<file path="src/rtl/dbms_pkg.sv">
package dbms_pkg;

    localparam int unsigned CODE_W   = 3;
    localparam int unsigned COUNT_W  = 4;
    localparam int unsigned TYPE_W   = 2;
    localparam int unsigned RANGE_W  = 3;
    localparam int unsigned TICK_W   = 8;
    localparam int unsigned CFG_IDX_W  = 1;
    localparam int unsigned CFG_DATA_W = 8;

    localparam logic [COUNT_W-1:0] DEBOUNCE_RESET = 4'd3;
    localparam logic [COUNT_W-1:0] DEBOUNCE_MAX   = 4'd14;
    localparam logic [TICK_W-1:0]  REFRESH_RESET  = 8'd20;
    localparam logic [TYPE_W-1:0]  TYPE_LAST      = 2'd2;
    localparam logic [RANGE_W-1:0] RANGE_LAST     = 3'd4;

    typedef enum logic [CODE_W-1:0] {
        BTN_NONE       = 3'd0,
        BTN_TYPE_UP    = 3'd1,
        BTN_TYPE_DOWN  = 3'd2,
        BTN_RANGE_UP   = 3'd3,
        BTN_RANGE_DOWN = 3'd4,
        BTN_AUTO       = 3'd5
    } t_button;

    typedef enum logic [CFG_IDX_W-1:0] {
        CFG_DEBOUNCE_TICKS = 1'b0,
        CFG_REFRESH_PERIOD = 1'b1
    } t_cfg_index;

    typedef struct packed {
        logic               press_accepted;
        logic [TYPE_W-1:0]  type_select;
        logic [RANGE_W-1:0] range_select;
        logic               auto_range;
        logic               refresh_strobe;
    } t_result;

endpackage

</file>
<file path="src/rtl/dbms_if.sv">
interface dbms_in_if;
    import dbms_pkg::*;

    logic              valid;
    logic              ready;
    logic [CODE_W-1:0] button_code;

    modport source (output valid, output button_code, input ready);
    modport sink (input valid, input button_code, output ready);
endinterface

interface dbms_out_if;
    import dbms_pkg::*;

    logic               valid;
    logic               ready;
    logic               press_accepted;
    logic [TYPE_W-1:0]  type_select;
    logic [RANGE_W-1:0] range_select;
    logic               auto_range;
    logic               refresh_strobe;

    modport source (
        output valid, output press_accepted, output type_select,
        output range_select, output auto_range, output refresh_strobe,
        input ready
    );
    modport sink (
        input valid, input press_accepted, input type_select,
        input range_select, input auto_range, input refresh_strobe,
        output ready
    );
endinterface

</file>
<file path="src/rtl/dbms_core.sv">
module dbms_core (
    input  logic                           i_clk,
    input  logic                           i_rst_n,
    input  logic                           i_cfg_we,
    input  logic [dbms_pkg::CFG_IDX_W-1:0] i_cfg_idx,
    input  logic [dbms_pkg::CFG_DATA_W-1:0] i_cfg_wdata,
    input  logic                           i_take,
    input  logic [dbms_pkg::CODE_W-1:0]    i_button_code,
    output dbms_pkg::t_result              o_result
);
    import dbms_pkg::*;

    logic [COUNT_W-1:0] r_debounce_ticks;
    logic [TICK_W-1:0]  r_refresh_period;
    logic [CODE_W-1:0]  r_last_button, n_last_button;
    logic [COUNT_W-1:0] r_stable_count, n_stable_count;
    logic [TYPE_W-1:0]  r_type_reg, n_type_reg;
    logic [RANGE_W-1:0] r_range_reg, n_range_reg;
    logic               r_auto_reg, n_auto_reg;
    logic [TICK_W-1:0]  r_tick_count, n_tick_count;

    logic [COUNT_W-1:0] thr;
    logic [TICK_W-1:0]  tick_inc;
    logic               act;
    logic               accepted;
    logic               strobe;

    always_ff @(posedge i_clk) begin
        if (!i_rst_n) begin
            r_debounce_ticks <= DEBOUNCE_RESET;
            r_refresh_period <= REFRESH_RESET;
        end else if (i_cfg_we) begin
            case (t_cfg_index'(i_cfg_idx))
                CFG_DEBOUNCE_TICKS: r_debounce_ticks <= i_cfg_wdata[COUNT_W-1:0];
                CFG_REFRESH_PERIOD: r_refresh_period <= i_cfg_wdata[TICK_W-1:0];
                default: ;
            endcase
        end
    end

    always_comb begin
        thr = (r_debounce_ticks > DEBOUNCE_MAX) ? DEBOUNCE_MAX : r_debounce_ticks;
        n_last_button  = r_last_button;
        n_stable_count = r_stable_count;
        n_type_reg     = r_type_reg;
        n_range_reg    = r_range_reg;
        n_auto_reg     = r_auto_reg;
        act            = 1'b0;
        accepted       = 1'b0;

        if (i_button_code == r_last_button) begin
            if (r_stable_count == thr && i_button_code != BTN_NONE) begin
                act            = 1'b1;
                n_stable_count = r_stable_count + 1'b1;
            end else if (r_stable_count <= thr) begin
                n_stable_count = r_stable_count + 1'b1;
            end
        end else begin
            n_stable_count = '0;
            n_last_button  = i_button_code;
        end

        if (act) begin
            case (t_button'(i_button_code))
                BTN_TYPE_UP: begin
                    n_type_reg = (r_type_reg >= TYPE_LAST) ? '0 : r_type_reg + 1'b1;
                    accepted   = 1'b1;
                end
                BTN_TYPE_DOWN: begin
                    n_type_reg = (r_type_reg == '0 || r_type_reg > TYPE_LAST) ?
                                 TYPE_LAST : r_type_reg - 1'b1;
                    accepted   = 1'b1;
                end
                BTN_RANGE_UP: begin
                    if (!r_auto_reg) begin
                        n_range_reg = (r_range_reg >= RANGE_LAST) ? '0 : r_range_reg + 1'b1;
                    end
                    accepted = 1'b1;
                end
                BTN_RANGE_DOWN: begin
                    if (!r_auto_reg) begin
                        n_range_reg = (r_range_reg == '0 || r_range_reg > RANGE_LAST) ?
                                      RANGE_LAST : r_range_reg - 1'b1;
                    end
                    accepted = 1'b1;
                end
                BTN_AUTO: begin
                    n_auto_reg = ~r_auto_reg;
                    accepted   = 1'b1;
                end
                default: ;
            endcase
        end

        tick_inc     = r_tick_count + 1'b1;
        strobe       = (tick_inc == r_refresh_period);
        n_tick_count = strobe ? '0 : tick_inc;
    end

    always_ff @(posedge i_clk) begin
        if (!i_rst_n) begin
            r_last_button  <= '0;
            r_stable_count <= '0;
            r_type_reg     <= '0;
            r_range_reg    <= '0;
            r_auto_reg     <= 1'b0;
            r_tick_count   <= '0;
        end else if (i_take) begin
            r_last_button  <= n_last_button;
            r_stable_count <= n_stable_count;
            r_type_reg     <= n_type_reg;
            r_range_reg    <= n_range_reg;
            r_auto_reg     <= n_auto_reg;
            r_tick_count   <= n_tick_count;
        end
    end

    assign o_result.press_accepted = accepted;
    assign o_result.type_select    = n_type_reg;
    assign o_result.range_select   = n_range_reg;
    assign o_result.auto_range     = n_auto_reg;
    assign o_result.refresh_strobe = strobe;

    a_type_legal: assert property (@(posedge i_clk) disable iff (!i_rst_n)
        r_type_reg <= TYPE_LAST)
        else $error("type register left its range");

    a_range_legal: assert property (@(posedge i_clk) disable iff (!i_rst_n)
        r_range_reg <= RANGE_LAST)
        else $error("range register left its range");

    a_press_once: assert property (@(posedge i_clk) disable iff (!i_rst_n)
        (i_take && act) |=> (r_stable_count != '0))
        else $error("count did not move past the threshold after a press");

    a_strobe_clears: assert property (@(posedge i_clk) disable iff (!i_rst_n)
        (i_take && strobe) |=> (r_tick_count == '0))
        else $error("tick counter not cleared after a refresh strobe");

endmodule

</file>
<file path="src/rtl/debounced_button_mode_selector.sv">
// Channel | Direction | Payload                                          | Transfer
// i_in    | in        | button_code                                      | valid & ready
// o_out   | out       | press_accepted, type_select, range_select,       | valid & ready
//         |           | auto_range, refresh_strobe                       |
// Each tick is handled at its transfer edge: the state is updated there and its
// result is written into a two-entry output buffer at the same edge.
// A new tick is taken every cycle while the buffer has a free entry, so a stalled
// sink blocks the input only after two results wait.
// Reset is synchronous and active low; it clears the state, the buffer and
// restores the register defaults.
module debounced_button_mode_selector (
    input  logic                            i_clk,
    input  logic                            i_rst_n,
    dbms_in_if.sink                         i_in,
    dbms_out_if.source                      o_out,
    input  logic                            i_cfg_we,
    input  logic [dbms_pkg::CFG_IDX_W-1:0]  i_cfg_idx,
    input  logic [dbms_pkg::CFG_DATA_W-1:0] i_cfg_wdata
);
    import dbms_pkg::*;

    t_result    result;
    t_result    r_buf [2];
    logic [1:0] r_count;
    logic       r_head;
    logic       push;
    logic       pop;
    logic       tail;
    t_result    head_item;

    assign i_in.ready = (r_count != 2'd2);
    assign push       = i_in.valid && i_in.ready;
    assign pop        = o_out.valid && o_out.ready;
    assign tail       = r_head ^ r_count[0];

    dbms_core u_core (
        .i_clk         (i_clk),
        .i_rst_n       (i_rst_n),
        .i_cfg_we      (i_cfg_we),
        .i_cfg_idx     (i_cfg_idx),
        .i_cfg_wdata   (i_cfg_wdata),
        .i_take        (push),
        .i_button_code (i_in.button_code),
        .o_result      (result)
    );

    always_ff @(posedge i_clk) begin
        if (push) begin
            r_buf[tail] <= result;
        end
    end

    always_ff @(posedge i_clk) begin
        if (!i_rst_n) begin
            r_count <= '0;
            r_head  <= 1'b0;
        end else begin
            r_count <= r_count + {1'b0, push} - {1'b0, pop};
            if (pop) begin
                r_head <= ~r_head;
            end
        end
    end

    assign head_item = r_buf[r_head];

    assign o_out.valid          = (r_count != 2'd0);
    assign o_out.press_accepted = head_item.press_accepted;
    assign o_out.type_select    = head_item.type_select;
    assign o_out.range_select   = head_item.range_select;
    assign o_out.auto_range     = head_item.auto_range;
    assign o_out.refresh_strobe = head_item.refresh_strobe;

    a_count_bound: assert property (@(posedge i_clk) disable iff (!i_rst_n)
        r_count <= 2'd2)
        else $error("output buffer overfilled");

    a_count_up: assert property (@(posedge i_clk) disable iff (!i_rst_n)
        (push && !pop) |=> (r_count == $past(r_count) + 2'd1))
        else $error("buffer count did not follow an input transfer");

    a_count_down: assert property (@(posedge i_clk) disable iff (!i_rst_n)
        (pop && !push) |=> (r_count == $past(r_count) - 2'd1))
        else $error("buffer count did not follow an output transfer");

endmodule

</file>
<file path="src/flat_wrapper.sv">
// flat-port wrapper written by rule: the top's interface ports become plain ports
module debounced_button_mode_selector_flat import dbms_pkg::*;
  (i_clk, i_rst_n, i_cfg_we, i_cfg_idx, i_cfg_wdata, i_in_valid, i_in_button_code, i_in_ready, o_out_valid, o_out_press_accepted, o_out_type_select, o_out_range_select, o_out_auto_range, o_out_refresh_strobe, o_out_ready);
  dbms_in_if i_in_i ();
  dbms_out_if o_out_i ();
  input  logic i_clk;
  input  logic i_rst_n;
  input  logic i_cfg_we;
  input  logic [dbms_pkg::CFG_IDX_W-1:0] i_cfg_idx;
  input  logic [dbms_pkg::CFG_DATA_W-1:0] i_cfg_wdata;
  input wire logic [$bits(i_in_i.valid)-1:0] i_in_valid;
  input wire logic [$bits(i_in_i.button_code)-1:0] i_in_button_code;
  output wire logic [$bits(i_in_i.ready)-1:0] i_in_ready;
  output wire logic [$bits(o_out_i.valid)-1:0] o_out_valid;
  output wire logic [$bits(o_out_i.press_accepted)-1:0] o_out_press_accepted;
  output wire logic [$bits(o_out_i.type_select)-1:0] o_out_type_select;
  output wire logic [$bits(o_out_i.range_select)-1:0] o_out_range_select;
  output wire logic [$bits(o_out_i.auto_range)-1:0] o_out_auto_range;
  output wire logic [$bits(o_out_i.refresh_strobe)-1:0] o_out_refresh_strobe;
  input wire logic [$bits(o_out_i.ready)-1:0] o_out_ready;
  assign i_in_i.valid = i_in_valid;
  assign i_in_i.button_code = i_in_button_code;
  assign i_in_ready = i_in_i.ready;
  assign o_out_valid = o_out_i.valid;
  assign o_out_press_accepted = o_out_i.press_accepted;
  assign o_out_type_select = o_out_i.type_select;
  assign o_out_range_select = o_out_i.range_select;
  assign o_out_auto_range = o_out_i.auto_range;
  assign o_out_refresh_strobe = o_out_i.refresh_strobe;
  assign o_out_i.ready = o_out_ready;
  debounced_button_mode_selector u_core (.i_clk(i_clk), .i_rst_n(i_rst_n), .i_in(i_in_i), .o_out(o_out_i), .i_cfg_we(i_cfg_we), .i_cfg_idx(i_cfg_idx), .i_cfg_wdata(i_cfg_wdata));
endmodule
</file>
<file path="config.mk">
export PLATFORM = sky130hd
export DESIGN_NAME = debounced_button_mode_selector_flat
export DESIGN_NICKNAME = d
export VERILOG_FILES = /design/src/rtl/dbms_pkg.sv /design/src/rtl/dbms_if.sv /design/src/rtl/dbms_core.sv /design/src/rtl/debounced_button_mode_selector.sv /design/src/flat_wrapper.sv
export SDC_FILE = /design/constraint.sdc
export NUM_CORES = 1
export LEC_CHECK = 0
export BUFFER_PORTS_ARGS = -buffer_cell sky130_fd_sc_hd__buf_4
export CORE_MARGIN = 2
export CORE_UTILIZATION = 59
export CTS_CLUSTER_DIAMETER = 100
export DETAILED_ROUTE_END_ITERATION = 6
export GPL_TIMING_DRIVEN = 0
export PLACE_DENSITY_LB_ADDON = 0.15
export SYNTH_ARGS = -nofsm -noshare
export SYNTH_HDL_FRONTEND = slang
export SYNTH_HIERARCHICAL = 1
export SYNTH_SLANG_ARGS = --single-unit
</file>
<file path="constraint.sdc">
create_clock -name i_clk -period 2.7 [get_ports i_clk]
set_input_delay 0.27 -clock i_clk [delete_from_list [all_inputs] [get_ports i_clk]]
set_output_delay 0.27 -clock i_clk [all_outputs]
set_load 0.05 [all_outputs]
</file>
==> metrics.md, run 1 <==
| Metric | Value |
|---|---|
| Ports | 27 |
| CP Capture Type | flip-flop |
| CTS H-tree depth | 2 |
| Hold_buf cts | 0 |
| Post-DRT Antenna Nets | 0 |
| DP HPWL | approximately 4 mm |
| Period utilization | 86.1% |
| Worst Hold Path EP | u_core/u_core/r_refresh_period[4]$_SDFFE_PN1P_ |
| Filler cells | between 300 and 400 |
| Total Wirelength | around 5.3 mm |
| Synth Net Count | around 350 |
| Initial DRC count | 170 |
| Number of synthesized flops with an enable pin | 16 |
| Sequential-to-total area share from yosys stat | roughly 41% |
| Worst hold path depth | 3 |
| Post-layout instance area | roughly 0.0033 mm^2 |
| Setup TNS | 0 ns |
| GRT Total Usage | 20.9% |
| Antenna fix cells | 0 |
| Synth warn | 6 |
| Worst rel slew slack | 50.2% |
| P&R area growth vs syn | 11.6% |
| Die area | approximately 0.0056 mm^2 |
| Clock transition at the registers of the reported paths | 0.09 ns |
| Async set-reset flop share out of synthesis | 0% |
| Post-cts sizing count | 0 |
| Biggest register | u_core/r_buf |
| Number of cell rows | 25 |
| Reg-to-reg slack, setup | 0.38 ns |
| Final net count | ~380 |
| RR Startpoint | u_core/u_core/r_tick_count[0]$_SDFFE_PN0P_ |
| Met1 GRT Util | 23.8% |
| Core box area | between 0.004 and 0.005 mm^2 |
| CTS Buf Count | 5 |
| Slew at the pin with the worst max-slew slack | a little over 0.7 ns |
| Worst Slack Setup Final | 0.375 ns |
| CTS tree | done |
| Initial antenna violation count | 0 |
| Die W | 75.1 um |
| Max reg flops | 16 |
| Mapped Cells | 317 |
| Clock Skews | roughly 0.0069 ns |
| Reg2reg end | u_core/r_buf[1][0]$_DFFE_PP_ |
| Synth Flop Type | dfxtp_1 |
| Via count | between 2000 and 2500 |
| Final hold violations | 0 |
| Status | finished clean |
| Final Slew Violations | 0 |
| CP required | about 2.9 ns |
| Drt via density | between 5 and 6 |
| GRT overflow | 0 |
| Drt wl/cell | around 13 um |
| Min Tclk post-route | between 2 and 2.5 ns |
| # clock sinks | 53 |
| Worst Min Path Start | i_cfg_wdata[4] |
| RSZ-0062 raised after global routing | false |
| Worst reg2reg path depth | 7 |
| Slowest CP cell | mux2i_1 |
| Regs by FF count | u_core/r_buf x16, u_core/u_core/r_refresh_period x8, u_core/u_core/r_tick_count x8 |
| Setup CP Type | flip-flop to flip-flop |
| Share of post-route cells with drive strength above 1 | between 10% and 20% |
| Clock Path Buffers | 2 |
| Largest net degree at the start of global routing | 16 |
| GR Util met2 | 39.0% |
| Synthesized area per cell | 9.41 um^2 |
| Max-Cap Viols | 0 |
| Util after Layout | 69.5% |
| CP max stage delay | around 0.56 ns |
| Vias in the first global route | between 2000 and 2500 |
| PwrDens | 586 mW/mm^2 |
| Placed inst area | approximately 0.0032 mm^2 |
| Placer Congestion | approximately 0.83 |
| CP Buf/Inv Count | 1 |
| PortBufs | 24 |
| Max Fanout on Critical Path | 9 |
| Yosys cell types | 55 |
| First-pass detailed-route iteration total | 4 |
| VDD IR max | approximately 0.3 mV |
| Initial Utilization | between 60% and 70% |
| Die Y | roughly 75 um |
| Crit-path leading delay family | multiplexers |
| Crit path arrival time | ~2.5 ns |
| Hold WC Path Type | primary input to flip-flop |
| Mapped Area | between 0.002 and 0.003 mm^2 |
| Root Buffer | clkbuf_8 |
| GRT met3 Usage | under 10% |
| Postcts setup bufs | 0 |
| Clk Latency, worst-skew pair | approximately 0.30 ns |
| First-pass GRT wire length | about 9 mm |
| Worst slack at placement | roughly 0.44 ns |
| Setup violations, final | 0 |
| Static Leak | approximately 0.0014 uW |
| Busiest grt layer | met2 |
| FMAX | about 430 MHz |
| Critical path startpoint category | flip-flop |
| Cell Chain, Critical Path | ha_1 -> nand4_1 -> xnor2_1 -> nand2_1 -> mux2i_1 -> and3_1 -> buf_4 |
| DRC | 0 |
| Synthesized flop and latch total | 53 |
==> cells by family (layout without fill, tap and decap cells) <==
kind of cell | count (synthesis) | after routing | synth area share (%)
flops | 53 | 53 | 41.0
mux | 22 | 22 | 7.76
fa+ha+maj | 14 | 14 | 5.88
xor+xnor | 23 | 23 | 6.76
compound gates | 58 | 58 | 13.1
buf+inv | 32 | 64 | 5.16
simple gates | 115 | 115 | 20.4
==> through the flow <==
| stage | std cells | power [uW] | hold WS [ns] |
|---|---|---|---|
| 2_1_floorplan | 317 | 1390 | 0.392 |
| 3_3_place_gp | 408 | 1530 | 0.462 |
| 3_5_place_dp | 408 | 1550 | 0.471 |
| 4_1_cts | 416 | 1970 | 0.174 |
| 5_1_grt | 416 | 2040 | 0.193 |
| 6_report | 416 | 1950 | 0.178 |
==> cell usage after synthesis (7+ instances only) <==
cell      instances  area, um^2
mux2_2            9         101
a21oi_1          18        90.1
xor2_1           11        96.3
ha_1             14         175
nand2_1          50         188
edfxtp_1         16         480
nand3_1           8        40.0
nor2b_1           9        56.3
dfxtp_1          37         741
xnor2_1          12         105
inv_1            13        48.8
mux2i_1          13         130
nor2_1            7        26.3
and2_1            7        43.8
clkbuf_1          8        30.0
==> cells in the final DEF (no fill, tap or decap), types with 3 or more instances in the layout <==
| cell type | n |
|---|---|
| a21oi_1 | 18 |
| nand2_1 | 50 |
| edfxtp_1 | 16 |
| o21ai_0 | 5 |
| nor2_1 | 7 |
| and2_1 | 7 |
| mux2i_1 | 13 |
| clkbuf_1 | 9 |
| xor2_1 | 11 |
| buf_4 | 27 |
| and3_1 | 4 |
| o211ai_1 | 3 |
| buf_2 | 6 |
| nand2b_1 | 6 |
| clkbuf_8 | 5 |
| nor3_1 | 3 |
| a21boi_0 | 6 |
| mux2_2 | 9 |
| nor2b_1 | 9 |
| inv_1 | 13 |
| xnor2_1 | 12 |
| dfxtp_1 | 37 |
| nand4_1 | 6 |
| ha_1 | 14 |
| nand3_1 | 8 |
| o2bb2ai_1 | 3 |
==> power by group <==
| part | total (uW) | internal, uW | switching, uW |
|---|---|---|---|
| Sequential | 960 | 908 | 52.1 |
| Combinational | 564 | 214 | 351 |
| Clock | 425 | 180 | 245 |
| Total | 1950 | 1300 | 648 |
==> worst max path at each step <==
stage | cells after the start | to | slack (ns) | from
after floorplan | 8 | u_core/u_core/r_stable_count[3]$_SDFFE_PN0P_ | 0.49 | u_core/r_count[0]$_SDFF_PN0_
after global placement | 8 | u_core/r_buf[1][2]$_DFFE_PP_ | 0.45 | u_core/u_core/r_debounce_ticks[3]$_SDFFE_PN0P_
after detailed placement | 8 | u_core/r_buf[1][2]$_DFFE_PP_ | 0.44 | u_core/u_core/r_stable_count[0]$_SDFFE_PN0P_
after CTS | 7 | u_core/r_buf[0][0]$_DFFE_PP_ | 0.42 | u_core/u_core/r_tick_count[0]$_SDFFE_PN0P_
after global routing | 8 | u_core/u_core/r_stable_count[3]$_SDFFE_PN0P_ | 0.19 | u_core/r_count[0]$_SDFF_PN0_
final | 7 | u_core/r_buf[1][0]$_DFFE_PP_ | 0.38 | u_core/u_core/r_tick_count[0]$_SDFFE_PN0P_
==> worst reg2reg max path, cell delays in order (launching register included) <==
cell and delay, ns:
dfxtp_1 0.50, ha_1 0.36, nand4_1 0.15, xnor2_1 0.15, nand2_1 0.06, mux2i_1 0.56, and3_1 0.30, buf_4 0.12
==> layer usage <==
metal / up-vias / part of all wire (%)
li1: 1171 / -
met1: 1010 / 45
met2: 43 / 51
met3: 6 / 3.8
met5: - / 0
met4: 0 / 1.1
==> layout make-up <==
cell class	instances	area (um^2)	area share, %
multi-input cells	232	1610	48.3
flip-flops and latches	53	1220	36.7
repair buffers	24	180	5.41
plain buffers	19	105	3.16
well taps	67	83.8	2.52
clock buffers	6	72.6	2.18
inverters	13	48.8	1.47
clock inverters	2	10.0	0.301
(Power assumes the default switching activity.)
==> run 2, diff against run 1 <==
--- a/config.mk
+++ b/config.mk
@@ -11,7 +11,8 @@
 export CTS_CLUSTER_DIAMETER = 100
 export DETAILED_ROUTE_END_ITERATION = 6
 export GPL_TIMING_DRIVEN = 0
-export PLACE_DENSITY_LB_ADDON = 0.15
+export PLACE_DENSITY = 0.84
+export SLEW_MARGIN = 20
 export SYNTH_ARGS = -nofsm -noshare
 export SYNTH_HDL_FRONTEND = slang
 export SYNTH_HIERARCHICAL = 1
==> metrics.md, run 2 (same netlist as run 1, synthesis figures left out) <==
| Metric | Value |
|---|---|
| Clock Skews | 0.0116 ns (was 0.00691 ns) |
| Placer Congestion | 0.876 (was 0.835) |
| Clock Power Share | 25.3% (was 21.8%) |
| Worst slack at placement | 0.418 ns (was 0.436 ns) |
| Drt via density | 5.55 (was 5.36) |
| Final Slew Violations | 0 (unchanged) |
| Die Y | 75.1 um (unchanged) |
| Final hold violations | 0 (unchanged) |
| VDD IR max | 0.382 mV (was 0.304 mV) |
| CP max stage delay | 0.57 ns (was 0.56 ns) |
| Final net count | 379 (unchanged) |
| Antenna fix cells | 0 (unchanged) |
| Vias in the first global route | 2144 (was 2065) |
| Worst Slack Setup Final | 0.396 ns (was 0.375 ns) |
| Cell Chain, Critical Path | ha_1 -> nand4_1 -> xnor2_1 -> nand2_1 -> mux2i_1 -> and3_1 -> buf_4 (unchanged) |
| Combinational power share | 27.8% (was 28.9%) |
| Most common cell after layout, fill and taps aside | nand2_1 (unchanged) |
| Slew at the pin with the worst max-slew slack | 0.752 ns (was 0.726 ns) |
| # clock sinks | 53 (unchanged) |
| Switching pwr | 652 uW (was 648 uW) |
| Clock Path Buffers | 2 (unchanged) |
| Commonest cells after routing, fill and taps aside | nand2_1, dfxtp_1, buf_4 (unchanged) |
| Cell Count, Final, Fillers Out | 416 (unchanged) |
| FMAX | 434 MHz (was 430 MHz) |
| Drt wl/cell | 13.5 um (was 12.7 um) |
| CP Capture Type | flip-flop (unchanged) |
| Min Tclk post-route | 2.30 ns (was 2.32 ns) |
| Total Wirelength | 5.60 mm (was 5.30 mm) |
| Static Leak | 0.00137 uW (was 0.00136 uW) |
| Net Sw Frac | 31.8% (was 33.2%) |
| Reg2reg end | u_core/r_buf[0][0]$_DFFE_PP_ (was u_core/r_buf[1][0]$_DFFE_PP_) |
| Setup violations, final | 0 (unchanged) |
| Post-cts sizing count | 0 (unchanged) |
| DP HPWL | 4.21 mm (was 4.01 mm) |
| Util after Layout | 70.0% (was 69.5%) |
| Multi-input logic area | 0.00161 mm^2 (unchanged) |
| P_int | 1400 uW (was 1300 uW) |
| Root Buffer | clkbuf_8 (unchanged) |
| Reg area | 0.00122 mm^2 (unchanged) |
| CTS Buf Count | 5 (unchanged) |
| Crit path arrival time | 2.50 ns (was 2.51 ns) |
| Worst rel slew slack | 48.4% (was 50.2%) |
| First-pass detailed-route iteration total | 4 (unchanged) |
| Via count | 2309 (was 2230) |
| P&R area growth vs syn | 12.4% (was 11.6%) |
| Worst reg2reg path depth | 7 (unchanged) |
| DRC | 0 (unchanged) |
| Hold_buf cts | 0 (unchanged) |
| Die area | 0.00564 mm^2 (unchanged) |
| Die W | 75.1 um (unchanged) |
| CP required | 2.89 ns (was 2.88 ns) |
| PwrDens | 611 mW/mm^2 (was 586 mW/mm^2) |
| Reg-to-reg slack, setup | 0.40 ns (was 0.38 ns) |
| Clk Latency, worst-skew pair | 0.31 ns (was 0.30 ns) |
| Cells after DPL | 408 (unchanged) |
| Max-Cap Viols | 0 (unchanged) |
| CTS tree | done (unchanged) |
| Ports | 27 (unchanged) |
| CTS H-tree depth | 2 (unchanged) |
| Initial DRC count | 117 (was 170) |
| RR Startpoint | u_core/u_core/r_tick_count[0]$_SDFFE_PN0P_ (unchanged) |
| Share of post-route cells with drive strength above 1 | 15.8% (was 16.0%) |
| Max Fanout on Critical Path | 9 (unchanged) |
| Seq pwr share | 46.9% (was 49.3%) |
| First-pass GRT wire length | 9.14 mm (was 9.05 mm) |
| PortBufs | 24 (unchanged) |
| Post-DRT Antenna Nets | 0 (unchanged) |
| Clock transition at the registers of the reported paths | 0.09 ns (about the same) |
| Hold WC Path Type | primary input to flip-flop (unchanged) |
| Worst Min Path Start | i_cfg_wdata[4] (unchanged) |
| Worst Hold Path EP | u_core/u_core/r_refresh_period[4]$_SDFFE_PN1P_ (unchanged) |
| Filler cells | 365 (was 396) |
| Largest net degree at the start of global routing | 16 (unchanged) |
| Period utilization | 85.3% (was 86.1%) |
| Max reg flops | 16 (unchanged) |
| Core box area | 0.00479 mm^2 (unchanged) |
| Slowest CP cell | mux2i_1 (unchanged) |
| Setup TNS | 0 ns (unchanged) |
| Number of cell rows | 25 (unchanged) |
| Setup CP Type | flip-flop to flip-flop (unchanged) |
| Critical path startpoint category | flip-flop (unchanged) |
| RSZ-0062 raised after global routing | false (unchanged) |
| Initial antenna violation count | 0 (unchanged) |
| GRT overflow | 0 (unchanged) |
| Postcts setup bufs | 0 (unchanged) |
| Initial Utilization | 62.3% (unchanged) |
| Biggest register | u_core/r_buf (unchanged) |
| Regs by FF count | u_core/r_buf x16, u_core/u_core/r_refresh_period x8, u_core/u_core/r_tick_count x8 (unchanged) |
| Worst hold path depth | 3 (unchanged) |
| GRT Total Usage | 21.2% (was 20.9%) |
| Status | finished clean (unchanged) |
[run 2: critical path, delay by kind of cell, from the launching register on]
family                     cells  cell delay [ns]
buffers and inverters          1             0.11
and+or+nand+nor                3             0.50
muxes                          1             0.57
DFF                            1             0.49
xor gates and xnor gates       1             0.16
adders and majority gates      1             0.35
[run 2: worst max-delay path by stage]
stage                                                        start                                      endpoint  slack [ns]  cells after the start
floorplan                             u_core/r_count[0]$_SDFF_PN0_  u_core/u_core/r_stable_count[3]$_SDFFE_PN0P_        0.49                      8
global placement    u_core/u_core/r_debounce_ticks[3]$_SDFFE_PN0P_                  u_core/r_buf[0][2]$_DFFE_PP_        0.45                      8
detailed placement    u_core/u_core/r_stable_count[0]$_SDFFE_PN0P_                  u_core/r_buf[1][2]$_DFFE_PP_        0.42                      8
CTS                   u_core/u_core/r_stable_count[0]$_SDFFE_PN0P_                  u_core/r_buf[0][2]$_DFFE_PP_        0.40                      8
global route                          u_core/r_count[0]$_SDFF_PN0_  u_core/u_core/r_stable_count[3]$_SDFFE_PN0P_        0.19                      8
finish                  u_core/u_core/r_tick_count[0]$_SDFFE_PN0P_                  u_core/r_buf[0][0]$_DFFE_PP_        0.40                      7
[run 2: area by class of cell]
type,instances,area share (%)
Multi-Input combinational cell,232,47.9
Sequential cell,53,36.4
Timing Repair Buffer,24,5.38
Buffer,19,3.14
Tap cell,67,2.50
Clock buffer,6,2.16
Inverter,13,1.46
Clock inverter,2,1.01
[run 2: per-layer routing]
metal	global-route usage, %	share of wire, %	up-vias
met5	0	0	-
li1	-	-	1167
met2	39.3	52	51
met4	7.74	1.4	0
met3	4.82	3.9	9
met1	23.4	43	1082
[run 2: stage by stage]
step                total power, uW  hold WS (ns)  cell area [um^2]
global route                   2140         0.167              3350
global placement               1530         0.462              3250
floorplan                      1390         0.392              2980
finish                         2050         0.171              3350
CTS                            2060         0.165              3350
detailed placement             1550         0.471              3250
[run 2: power by group through the flow]
stage / clock network [uW] / registers, uW / logic, uW
final: 519 / 960 / 569
after global routing: 551 / 973 / 615
after CTS: 532 / 960 / 572
after detailed placement: 0 / 977 / 569
after global placement: 0 / 971 / 555
after floorplan: 0 / 963 / 431
